**config.mk**
```make
export PLATFORM = sky130hd
export DESIGN_NAME = pfl_alu
export DESIGN_NICKNAME = d
export VERILOG_FILES = /design/src/design/pfl_pkg.sv /design/src/design/pfl_alu.sv
export SDC_FILE = /design/constraint.sdc
export NUM_CORES = 1
export LEC_CHECK = 0
export BUFFER_PORTS_ARGS = -buffer_cell sky130_fd_sc_hd__buf_2
export CAP_MARGIN = 20
export CORE_MARGIN = 1
export CORE_UTILIZATION = 50
export DETAILED_ROUTE_END_ITERATION = 10
export GPL_ROUTABILITY_DRIVEN = 0
export PLACE_DENSITY = 0.85
export SLEW_MARGIN = 10
export SYNTH_ARGS = -nofsm -noshare
export SYNTH_HDL_FRONTEND = slang
export SYNTH_SLANG_ARGS = --single-unit
```
**constraint.sdc**
```tcl
create_clock -name vclk -period 5.9
set_clock_uncertainty 0.15 [all_clocks]
set_input_delay 0.59 -clock vclk [all_inputs]
set_output_delay 0.59 -clock vclk [all_outputs]
set_load 0.03 [all_outputs]
```
**src/design/pfl_pkg.sv**
```systemverilog
`timescale 1ns / 1ps
// ----------------------------------------------------------------------------
// pfl_pkg
// Types and codes shared by the per-CPU page free list allocator.
// ----------------------------------------------------------------------------
package pfl_pkg;

  localparam int ADDR_W   = 32;
  localparam int CPU_W    = 3;
  localparam int STATUS_W = 2;
  localparam int ALU_W    = 33;
  localparam int CFG_IDX_W = 1;

  localparam logic KIND_ALLOC = 1'b0;
  localparam logic KIND_FREE  = 1'b1;

  localparam logic [STATUS_W-1:0] STATUS_DONE  = 2'd0;
  localparam logic [STATUS_W-1:0] STATUS_EMPTY = 2'd1;
  localparam logic [STATUS_W-1:0] STATUS_BAD   = 2'd2;

  localparam logic [CFG_IDX_W-1:0] REG_LOW_ADDR  = 1'b0;
  localparam logic [CFG_IDX_W-1:0] REG_HIGH_ADDR = 1'b1;

  typedef enum logic [3:0] {
    ST_IDLE,
    ST_BASE,
    ST_CHK_LO,
    ST_CHK_HI,
    ST_CHK_BASE,
    ST_PUSH,
    ST_PICK,
    ST_LINK,
    ST_RESULT
  } state_e;

  typedef struct packed {
    logic [ALU_W-1:0] a;
    logic [ALU_W-1:0] b;
    logic             sub;
  } alu_op_t;

endpackage

```
**src/design/pfl_alu.sv**
```systemverilog
`timescale 1ns / 1ps
// ----------------------------------------------------------------------------
// pfl_alu
// Shared add/subtract unit; bit 33 of a subtract is the borrow (a < b).
// ----------------------------------------------------------------------------
module pfl_alu (
  input  pfl_pkg::alu_op_t          op_i,
  output logic [pfl_pkg::ALU_W:0]   res_o
);

  logic [pfl_pkg::ALU_W:0] a_ext;
  logic [pfl_pkg::ALU_W:0] b_ext;

  assign a_ext = {1'b0, op_i.a};
  assign b_ext = {1'b0, op_i.b} ^ {(pfl_pkg::ALU_W + 1){op_i.sub}};
  assign res_o = a_ext + b_ext + {{pfl_pkg::ALU_W{1'b0}}, op_i.sub};

endmodule

```
==> metrics.yaml, run 1 <==
route:
  vias_per_cell: 5.73
  drt-pass1-iter-count: 4
  num_vias: 2453
  drt_iter0_drc: 222
  final_antenna_net_count: 0
  drc_errors: 0
  routed_wl_um: 5410
  wl_per_cell_um: 12.6
grt:
  grt_pass1_vias: 2157
  antenna_found_initial: 0
  grt_pass1_wl_um: 9070
  grt-ovfl-total: 0
  grt_max_degree: 19
  grt_use_total: 0.249
floorplan:
  start_util: 0.538
  die_y_um: 65.7
  rows: 22
  fp.coreArea_um2: 3770
  die-area_um2: 4320
  die_w_um: 65.7
  ios: 101
yosys:
  synth_warnings: 0
  synth_top_cell_area_share: 0.199
  synth.area.top_cells: "xor2_1, ha_1, a21oi_1, xnor2_1, nand2_1"
  syn_nets: 388
  avgSynthCellArea_um2: 7.05
  synth_top_area_cell: "xor2_1"
  synth_area_um2: 2030
  yosysSeqAreaShare: 0
  syn_inst: 288
  synth_cell_types: 42
placed_design:
  dp_hpwl_um: 4610
  io_buffers: 101
  place_area_um2: 2560
sta:
  maxSlewHeadroom: 0.672
  worst_slew_pin_slew_ns: 0.480
  drv_slew: 0
  fin_crit_sh: 0.732
  min_period_ns: 4.32
  hold_viol: 0
  rsz0062_at_grt: "no"
  fmax_ghz: 0.231
  tns_ns: 0
  final-setup-viol-count: 0
critical_path:
  required_ns: 5.16
  cp_data_arrival_time_ns: 3.58
  critPathLaunchType: "primary input"
  crit_type: "primary input to primary output"
  cp_max_fo: 18
  cp-end-kind: "primary output"
cells_and_area:
  num-fill-cells: 358
  layout-drive-gt1-share: 0.282
  final_cell_area_um2: 2560
  final-seq-area_um2: 0
  insertedDiodeCount: 0
  nClkBuffers: 0
  synthToLayoutAreaGrowth_pct: 26.1
  n_sequential_cell: 0
  nets: 482
power_and_ir_drop:
  peakVddDrop_uv: 117
  power_density_nw_per_um2: 231
  total_power_uw: 592
  p_leak_uw: 0.00128
min_path:
  whs_path_depth: 3
  hp-class: "primary input to primary output"
flow_run:
  cap_violations: 0
clock_tree:
  postCtsSetupBuffers: 0
  cts_resized: 0
  cts-hold-fix-buffers: 0
run_status:
  outcome: "complete, no violations"
## logic make-up (layout without fill, tap and decap cells)
| kind of cell | after synthesis | count (layout) | synth area share |
|---|---|---|---|
| adders and majority gates | 33 | 33 | 0.207 |
| muxes | 2 | 2 | 0.0105 |
| AOI/OAI and AO/OA | 95 | 95 | 0.295 |
| and+or+nand+nor | 73 | 73 | 0.165 |
| xor gates and xnor gates | 66 | 66 | 0.285 |
| buffers and inverters | 19 | 111 | 0.0376 |
## power breakdown
part	internal [uW]	switching, uW	leakage [uW]	total (uW)
Sequential	0	0	0	0
Clock	0	0	0	0
Combinational	206	386	0.00128	592
Total	206	386	0.00128	592
## cell type report
class | count | area [um^2] | share of cell area
multi-input combinational | 269 | 1950 | 0.763
timing repair buffer | 102 | 513 | 0.200
tap | 48 | 60.1 | 0.0235
inverter | 9 | 33.8 | 0.0132
## per-layer routing
layer / GRT usage / vias up / part of all wire
met2: 0.459 / 104 / 0.49
met5: 0 / - / 0
met4: 0.0245 / 0 / 0
met1: 0.327 / 1112 / 0.44
met3: 0.00694 / 0 / 0.066
li1: - / 1237 / -
## synth_stat cells (all sizes together), types with 2 or more instances
library cell  number
xor2              46
a21oi             36
ha                32
nand2             25
nor2              22
o21ai             20
xnor2             20
a21o               9
inv                9
nand4              7
nand3              6
o31ai              6
buf                5
clkbuf             5
o21bai             5
o21a               4
a31oi              3
and3               3
a211oi             2
nor3               2
o211ai             2
or2                2
or3                2
## cell usage in the layout, fill, tap and decap left out, types with 4 or more instances in the layout
cell and instances:
a21o_1 9, a21oi_1 36, buf_2 101, ha_1 32, inv_1 9, nand2_1 25, nand3_1 6, nand4_1 7
nor2_1 22, o21a_1 4, o21ai_0 15, o21ai_1 5, o21bai_1 5, xnor2_1 20, xor2_1 46
## metrics by stage
step                      hold slack [ns]  setup slack, ns  std cells  utilization
after floorplan                      1.20             1.59        288            -
after global placement               1.35             1.66        428        0.679
after detailed placement             1.35             1.56        428        0.679
after CTS                            1.35             1.55        428        0.679
after global routing                 1.36             1.18        428        0.679
final                                1.35             1.58        428        0.679
## critical path, cell delays in order
cell and delay (ns):
buf_2 0.37, buf_4 0.38, xor2_1 0.12, ha_1 0.36, nand2_1 0.14, o21a_1 0.22, o31ai_2 0.05, a31oi_1 0.12
o41a_1 0.51, o31ai_2 0.28, xor2_1 0.21, buf_2 0.23
## path summary, 6_finish.rpt
check	startpoint	endpoint	slack, ns
worst max-delay path	op_i[0]	res_o[33]	1.58
worst min-delay path	op_i[34]	res_o[0]	1.35
No activity file was read; power rests on OpenSTA's default activity.
==> run 2, diff against run 1 <==
--- a/config.mk
+++ b/config.mk
@@ -8,10 +8,10 @@
 export BUFFER_PORTS_ARGS = -buffer_cell sky130_fd_sc_hd__buf_2
 export CAP_MARGIN = 20
 export CORE_MARGIN = 1
-export CORE_UTILIZATION = 50
+export CORE_UTILIZATION = 49
 export DETAILED_ROUTE_END_ITERATION = 10
 export GPL_ROUTABILITY_DRIVEN = 0
-export PLACE_DENSITY = 0.85
+export PLACE_DENSITY = 0.84
 export SLEW_MARGIN = 10
 export SYNTH_ARGS = -nofsm -noshare
 export SYNTH_HDL_FRONTEND = slang
==> constraint.sdc (replaced) <==
create_clock -name vclk -period 4.2
set_clock_uncertainty 0.15 [all_clocks]
set_input_delay 0.42 -clock vclk [all_inputs]
set_output_delay 0.42 -clock vclk [all_outputs]
set_load 0.03 [all_outputs]
==> run 2 against run 1 <==
Worst hold slack got worse by 0.33 ns. Final cell count increased by 0.70%. Non-clock buffer count up 1. Routed wire length shrank 4.9%. Combinational power increased by 39%. Critical path depth shrank 1. Die area up 2.0%. Sequential share of layout area unchanged. Via count is 3.5% lower. Critical path type unchanged. Highest routed layer is now met4.
==> metrics.yaml, run 2 (synthesized netlist as in run 1, its figures left out) <==
cells_and_area:
  layout_common_cells: "buf_2, xor2_1, a21oi_1"
  synthToLayoutAreaGrowth_pct: 26.7
  final_common_cell: "buf_2"
  nets: 483  # +0.21%
  nClkBuffers: 0  # unchanged
  final_cell_area_um2: 2570  # +0.44%
  fin_util: 0.643  # -0.0360
  n_sequential_cell: 0  # unchanged
  layout-drive-gt1-share: 0.283  # +0.00189
  insertedDiodeCount: 0  # unchanged
  final-seq-area_um2: 0  # unchanged
sta:
  min_period_ns: 3.82
  fin_crit_sh: 0.910
  drv_slew: 0  # unchanged
  maxSlewHeadroom: 0.679  # +0.00721
  tns_ns: 0  # unchanged
  final-setup-viol-count: 0  # unchanged
  rsz0062_at_grt: "no"
  hold_viol: 0  # unchanged
  fmax_ghz: 0.262
  worst_slew_pin_slew_ns: 0.482  # +0.00161 ns
power_and_ir_drop:
  peakVddDrop_uv: 178  # +52%
  total_power_uw: 825  # +39%
  power_density_nw_per_um2: 321  # +39%
  p_leak_uw: 0.00128  # +0.38%
floorplan:
  die_w_um: 66.4  # +0.98%
  ios: 101  # unchanged
  die-area_um2: 4400  # +2.0%
  die_y_um: 66.4  # +0.98%
  fp.coreArea_um2: 4000  # +6.1%
  start_util: 0.507  # -0.0308
  rows: 23  # +4.5%
grt:
  grt_pass1_vias: 2117  # -1.9%
  grt_use_total: 0.231  # -0.0188
  grt.met2_usage: 0.427  # -0.0319
  grt_pass1_wl_um: 8480  # -6.5%
  grt-ovfl-total: 0  # unchanged
  met1_usage: 0.288  # -0.0393
  busiest_layer: "met2"
  gr-usage-met3: 0.0172  # +0.0103
  grt_max_degree: 20  # +1
  antenna_found_initial: 0  # unchanged
run_status:
  outcome: "complete, no violations"
placed_design:
  io_buffers: 101  # unchanged
  place_area_um2: 2570  # +0.39%
  dp_hpwl_um: 4480  # -3.0%
route:
  wl_per_cell_um: 11.9  # -5.6%
  drt-pass1-iter-count: 4  # unchanged
  final_antenna_net_count: 0  # unchanged
  drt_iter0_drc: 197  # -11%
  drc_errors: 0  # unchanged
  vias_per_cell: 5.49  # -4.2%
  num_vias: 2366  # -3.5%
  routed_wl_um: 5150  # -4.9%
min_path:
  hp-class: "primary input to primary output"
  whs_path_depth: 3  # unchanged
  min_from: "op_i[34]"
critical_path:
  cp_cell_sequence: "buf_2 -> xor2_1 -> ha_1 -> nand4_1 -> or2_1 -> nor2_1 -> a31oi_1 -> o41a_1 -> o31ai_2 -> xor2_1 -> buf_2"
  crit_path_top_delay_cell: "o41a_1"
  cp-end-kind: "primary output"
  critPathCapture: "res_o[33]"
  cp_max_fo: 19  # +1
  path_delay_family: "compound AO/OA/AOI/OAI gates"
  critical_path_depth: 11  # -1
  required_ns: 3.63  # -1.53 ns
  crit_buf_inv: 2  # -1
  critPathLaunchType: "primary input"
  cpPeakStageDelay_ns: 0.51  # about the same
  critPathLaunch: "op_i[0]"
  cp_data_arrival_time_ns: 3.25  # -0.33 ns
  crit_type: "primary input to primary output"
flow_run:
  cap_violations: 0  # unchanged
clock_tree:
  cts_resized: 0  # unchanged
  cts-hold-fix-buffers: 0  # unchanged
  postCtsSetupBuffers: 0  # unchanged
[run 2: cell types whose count changed in the layout (fill, tap and decap cells not counted)]
cell / change
a2111oi_1: +1
a2111oi_0: -1
buf_4: +1
[run 2: metal layers]
metal | vias up | routed length [um]
met4 | 0 | 38
met2 | 101 | 2580
met5 | - | 0
met3 | 4 | 322
met1 | 1029 | 2210
li1 | 1232 | -
[run 2: cell type report]
cell class	instances	area (um^2)
multi-input combinational	269	1950
fill	388	1430
timing repair buffer	103	520
tap	50	62.6
inverter	9	33.8
[run 2: worst min path at each step]
stage	end	slack, ns
3_3_place_gp	res_o[0]	1.01
5_1_grt	res_o[0]	1.02
6_report	res_o[0]	1.01
3_5_place_dp	res_o[0]	1.02
4_1_cts	res_o[0]	1.02
2_1_floorplan	res_o[0]	0.86
[run 2: power by group]
group	switching [uW]	internal [uW]	total, uW
registers	0	0	0
clock network	0	0	0
logic	535	290	825
total	535	290	825
[run 2: per-stage QoR]
step / std cells / hold slack (ns) / worst slack [ns]
after floorplan: 288 / 0.862 / 0.232
after global placement: 431 / 1.01 / 0.418
after detailed placement: 431 / 1.02 / 0.333
after CTS: 431 / 1.02 / 0.325
after global routing: 431 / 1.02 / 0.0750
final: 431 / 1.01 / 0.378
==> run 3, diff against run 2 <==
--- a/config.mk
+++ b/config.mk
@@ -6,12 +6,11 @@
 export NUM_CORES = 1
 export LEC_CHECK = 0
 export BUFFER_PORTS_ARGS = -buffer_cell sky130_fd_sc_hd__buf_2
-export CAP_MARGIN = 20
 export CORE_MARGIN = 1
-export CORE_UTILIZATION = 49
+export CORE_UTILIZATION = 44
 export DETAILED_ROUTE_END_ITERATION = 10
 export GPL_ROUTABILITY_DRIVEN = 0
-export PLACE_DENSITY = 0.84
+export PLACE_DENSITY = 0.79
 export SLEW_MARGIN = 10
 export SYNTH_ARGS = -nofsm -noshare
 export SYNTH_HDL_FRONTEND = slang
==> constraint.sdc (replaced) <==
create_clock -name vclk -period 3.3
set_clock_uncertainty 0.15 [all_clocks]
set_input_delay 0.33 -clock vclk [all_inputs]
set_output_delay 0.33 -clock vclk [all_outputs]
set_load 0.03 [all_outputs]
==> run 3 against run 2 <==
Die area increased by 11%. Power increased by 78%. Critical path depth rose by 4. Via count grew 26%. Combinational power up 78%. Cell area is 37% higher. Critical endpoint is now res_o[32]. The flow now finishes with violations (negative setup slack). Sequential share of layout area unchanged.
==> metrics.yaml, run 3 (synthesized netlist as in run 1, its figures left out) <==
power_and_ir_drop:
  total_power_uw: 1470  # +78%
  power_density_nw_per_um2: 418  # +30%
  p_int_uw: 618  # +110%
  swShare: 0.580  # -0.0689
  seqPwrFrac: 0  # unchanged
  clkPwrFrac: 0  # unchanged
  p_leak_uw: 0.00172  # +34%
  p_sw_uw: 853  # +59%
  combPwrFrac: 1.000  # about the same
  peakVddDrop_uv: 366  # +110%
cells_and_area:
  nets: 556  # +15%
  layout-drive-gt1-share: 0.498  # +0.214
  instances_no_fill: 506  # +17%
  final_common_cell: "buf_2"
  nClkBuffers: 0  # unchanged
  n_sequential_cell: 0  # unchanged
  synthToLayoutAreaGrowth_pct: 73.4
  num-fill-cells: 294  # -24%
  layout_common_cells: "buf_2, buf_4, xor2_1"
  final-seq-area_um2: 0  # unchanged
  insertedDiodeCount: 0  # unchanged
route:
  wl_met3_um: 563  # +75%
  drt_iter0_drc: 226  # +15%
  routed_wl_um: 8140  # +58%
  drt-pass1-iter-count: 5  # +1
  vias_per_cell: 5.88  # +7.0%
  top_layer_used: "met4"
  final_antenna_net_count: 0  # unchanged
  wl_per_cell_um: 16.1  # +35%
  num_vias: 2973  # +26%
  drc_errors: 0  # unchanged
  wl_met2_um: 4290  # +66%
  met1_length_um: 2940  # +33%
placed_design:
  dp_hpwl_um: 5320  # +19%
  placed_cells: 482  # +12%
  io_buffers: 101  # unchanged
sta:
  rsz0062_at_grt: "yes"
  maxSlewHeadroom: 0.704  # +0.0255
  worst_slew_pin_slew_ns: 0.439  # -0.0428 ns
  hold_ws_ns: 0.840  # -0.174 ns
  hold_viol: 0  # unchanged
  min_period_ns: 3.47
  final-setup-viol-count: 10  # +10
  fin_crit_sh: 1.05
  drv_slew: 0  # unchanged
  fin_ws_ns: -0.170  # -0.549 ns
  fmax_ghz: 0.288
grt:
  grt_max_degree: 12  # -40%
  grt-ovfl-total: 0  # unchanged
  grt_pass1_wl_um: 11800  # +40%
  grt_pass1_vias: 2793  # +32%
  grt_use_total: 0.287  # +0.0567
  antenna_found_initial: 0  # unchanged
critical_path:
  cp-end-kind: "primary output"
  crit_type: "primary input to primary output"
  cpPeakStageDelay_ns: 0.34  # -0.17 ns
  required_ns: 2.82  # -0.81 ns
  cp_max_fo: 6  # -13
  crit_path_top_delay_cell: "or3_1"
  critPathLaunchType: "primary input"
  cp_data_arrival_time_ns: 2.99  # -0.26 ns
  cp_cell_sequence: "buf_8 -> buf_12 -> buf_8 -> buf_4 -> xor2_1 -> ha_1 -> o21ai_1 -> nor2_1 -> a2111oi_2 -> buf_4 -> or3_1 -> o311a_4 -> o21ai_4 -> mux2i_4 -> buf_6"
  path_delay_family: "buffers and inverters"
  crit_buf_inv: 6  # +4
floorplan:
  die-area_um2: 4890  # +11%
  fp.coreArea_um2: 4380  # +9.6%
  rows: 24  # +4.3%
  start_util: 0.463  # -0.0445
  die_y_um: 69.9  # +5.4%
  die_w_um: 69.9  # +5.4%
  ios: 101  # unchanged
flow_run:
  cap_violations: 0  # unchanged
min_path:
  hp-class: "primary input to primary output"
clock_tree:
  cts-hold-fix-buffers: 0  # unchanged
run_status:
  outcome: "complete, but fails checks"
  failed_checks: "negative setup slack"
==> run 3: worst paths after layout <==
check	from	to	depth (start not counted)
worst min-delay path	op_i[34]	res_o[0]	3
worst max-delay path	op_i[0]	res_o[32]	15
==> run 3: what timing repair did <==
item	CTS	global route
gates resized for setup	33	60
buffers inserted	14	11
pin swaps	25	32
endpoints found under the setup margin	10	16
==> run 3: power groups by stage <==
stage	Sequential [uW]	Combinational, uW	Clock, uW
finish	0	1470	0
global route	0	1550	0
CTS	0	1290	0
detailed placement	0	1200	0
global placement	0	1180	0
floorplan	0	809	0
==> run 3: through the flow <==
| stage | setup WS, ns | cell area [um^2] | setup TNS (ns) | utilization |
|---|---|---|---|---|
| floorplan | -0.0709 | 2080 | -0.113 | - |
| global placement | -0.149 | 2990 | -0.319 | 0.682 |
| detailed placement | -0.203 | 2990 | -0.680 | 0.682 |
| CTS | -0.0277 | 3230 | -0.0533 | 0.737 |
| global route | -0.264 | 3520 | -1.82 | 0.803 |
| finish | -0.170 | 3520 | -0.732 | 0.803 |
==> run 3: metal layers <==
| metal | vias up | GRT usage |
|---|---|---|
| met1 | 1365 | 0.315 |
| met5 | - | 0 |
| met2 | 188 | 0.553 |
| li1 | 1381 | - |
| met3 | 39 | 0.0317 |
| met4 | 0 | 0.113 |
==> run 3: final cells by class <==
| type | instances | area [um^2] | area share |
|---|---|---|---|
| timing repair buffer | 176 | 1190 | 0.337 |
| tap | 52 | 65.1 | 0.0185 |
| multi-input combinational | 269 | 2230 | 0.635 |
| inverter | 9 | 33.8 | 0.00960 |
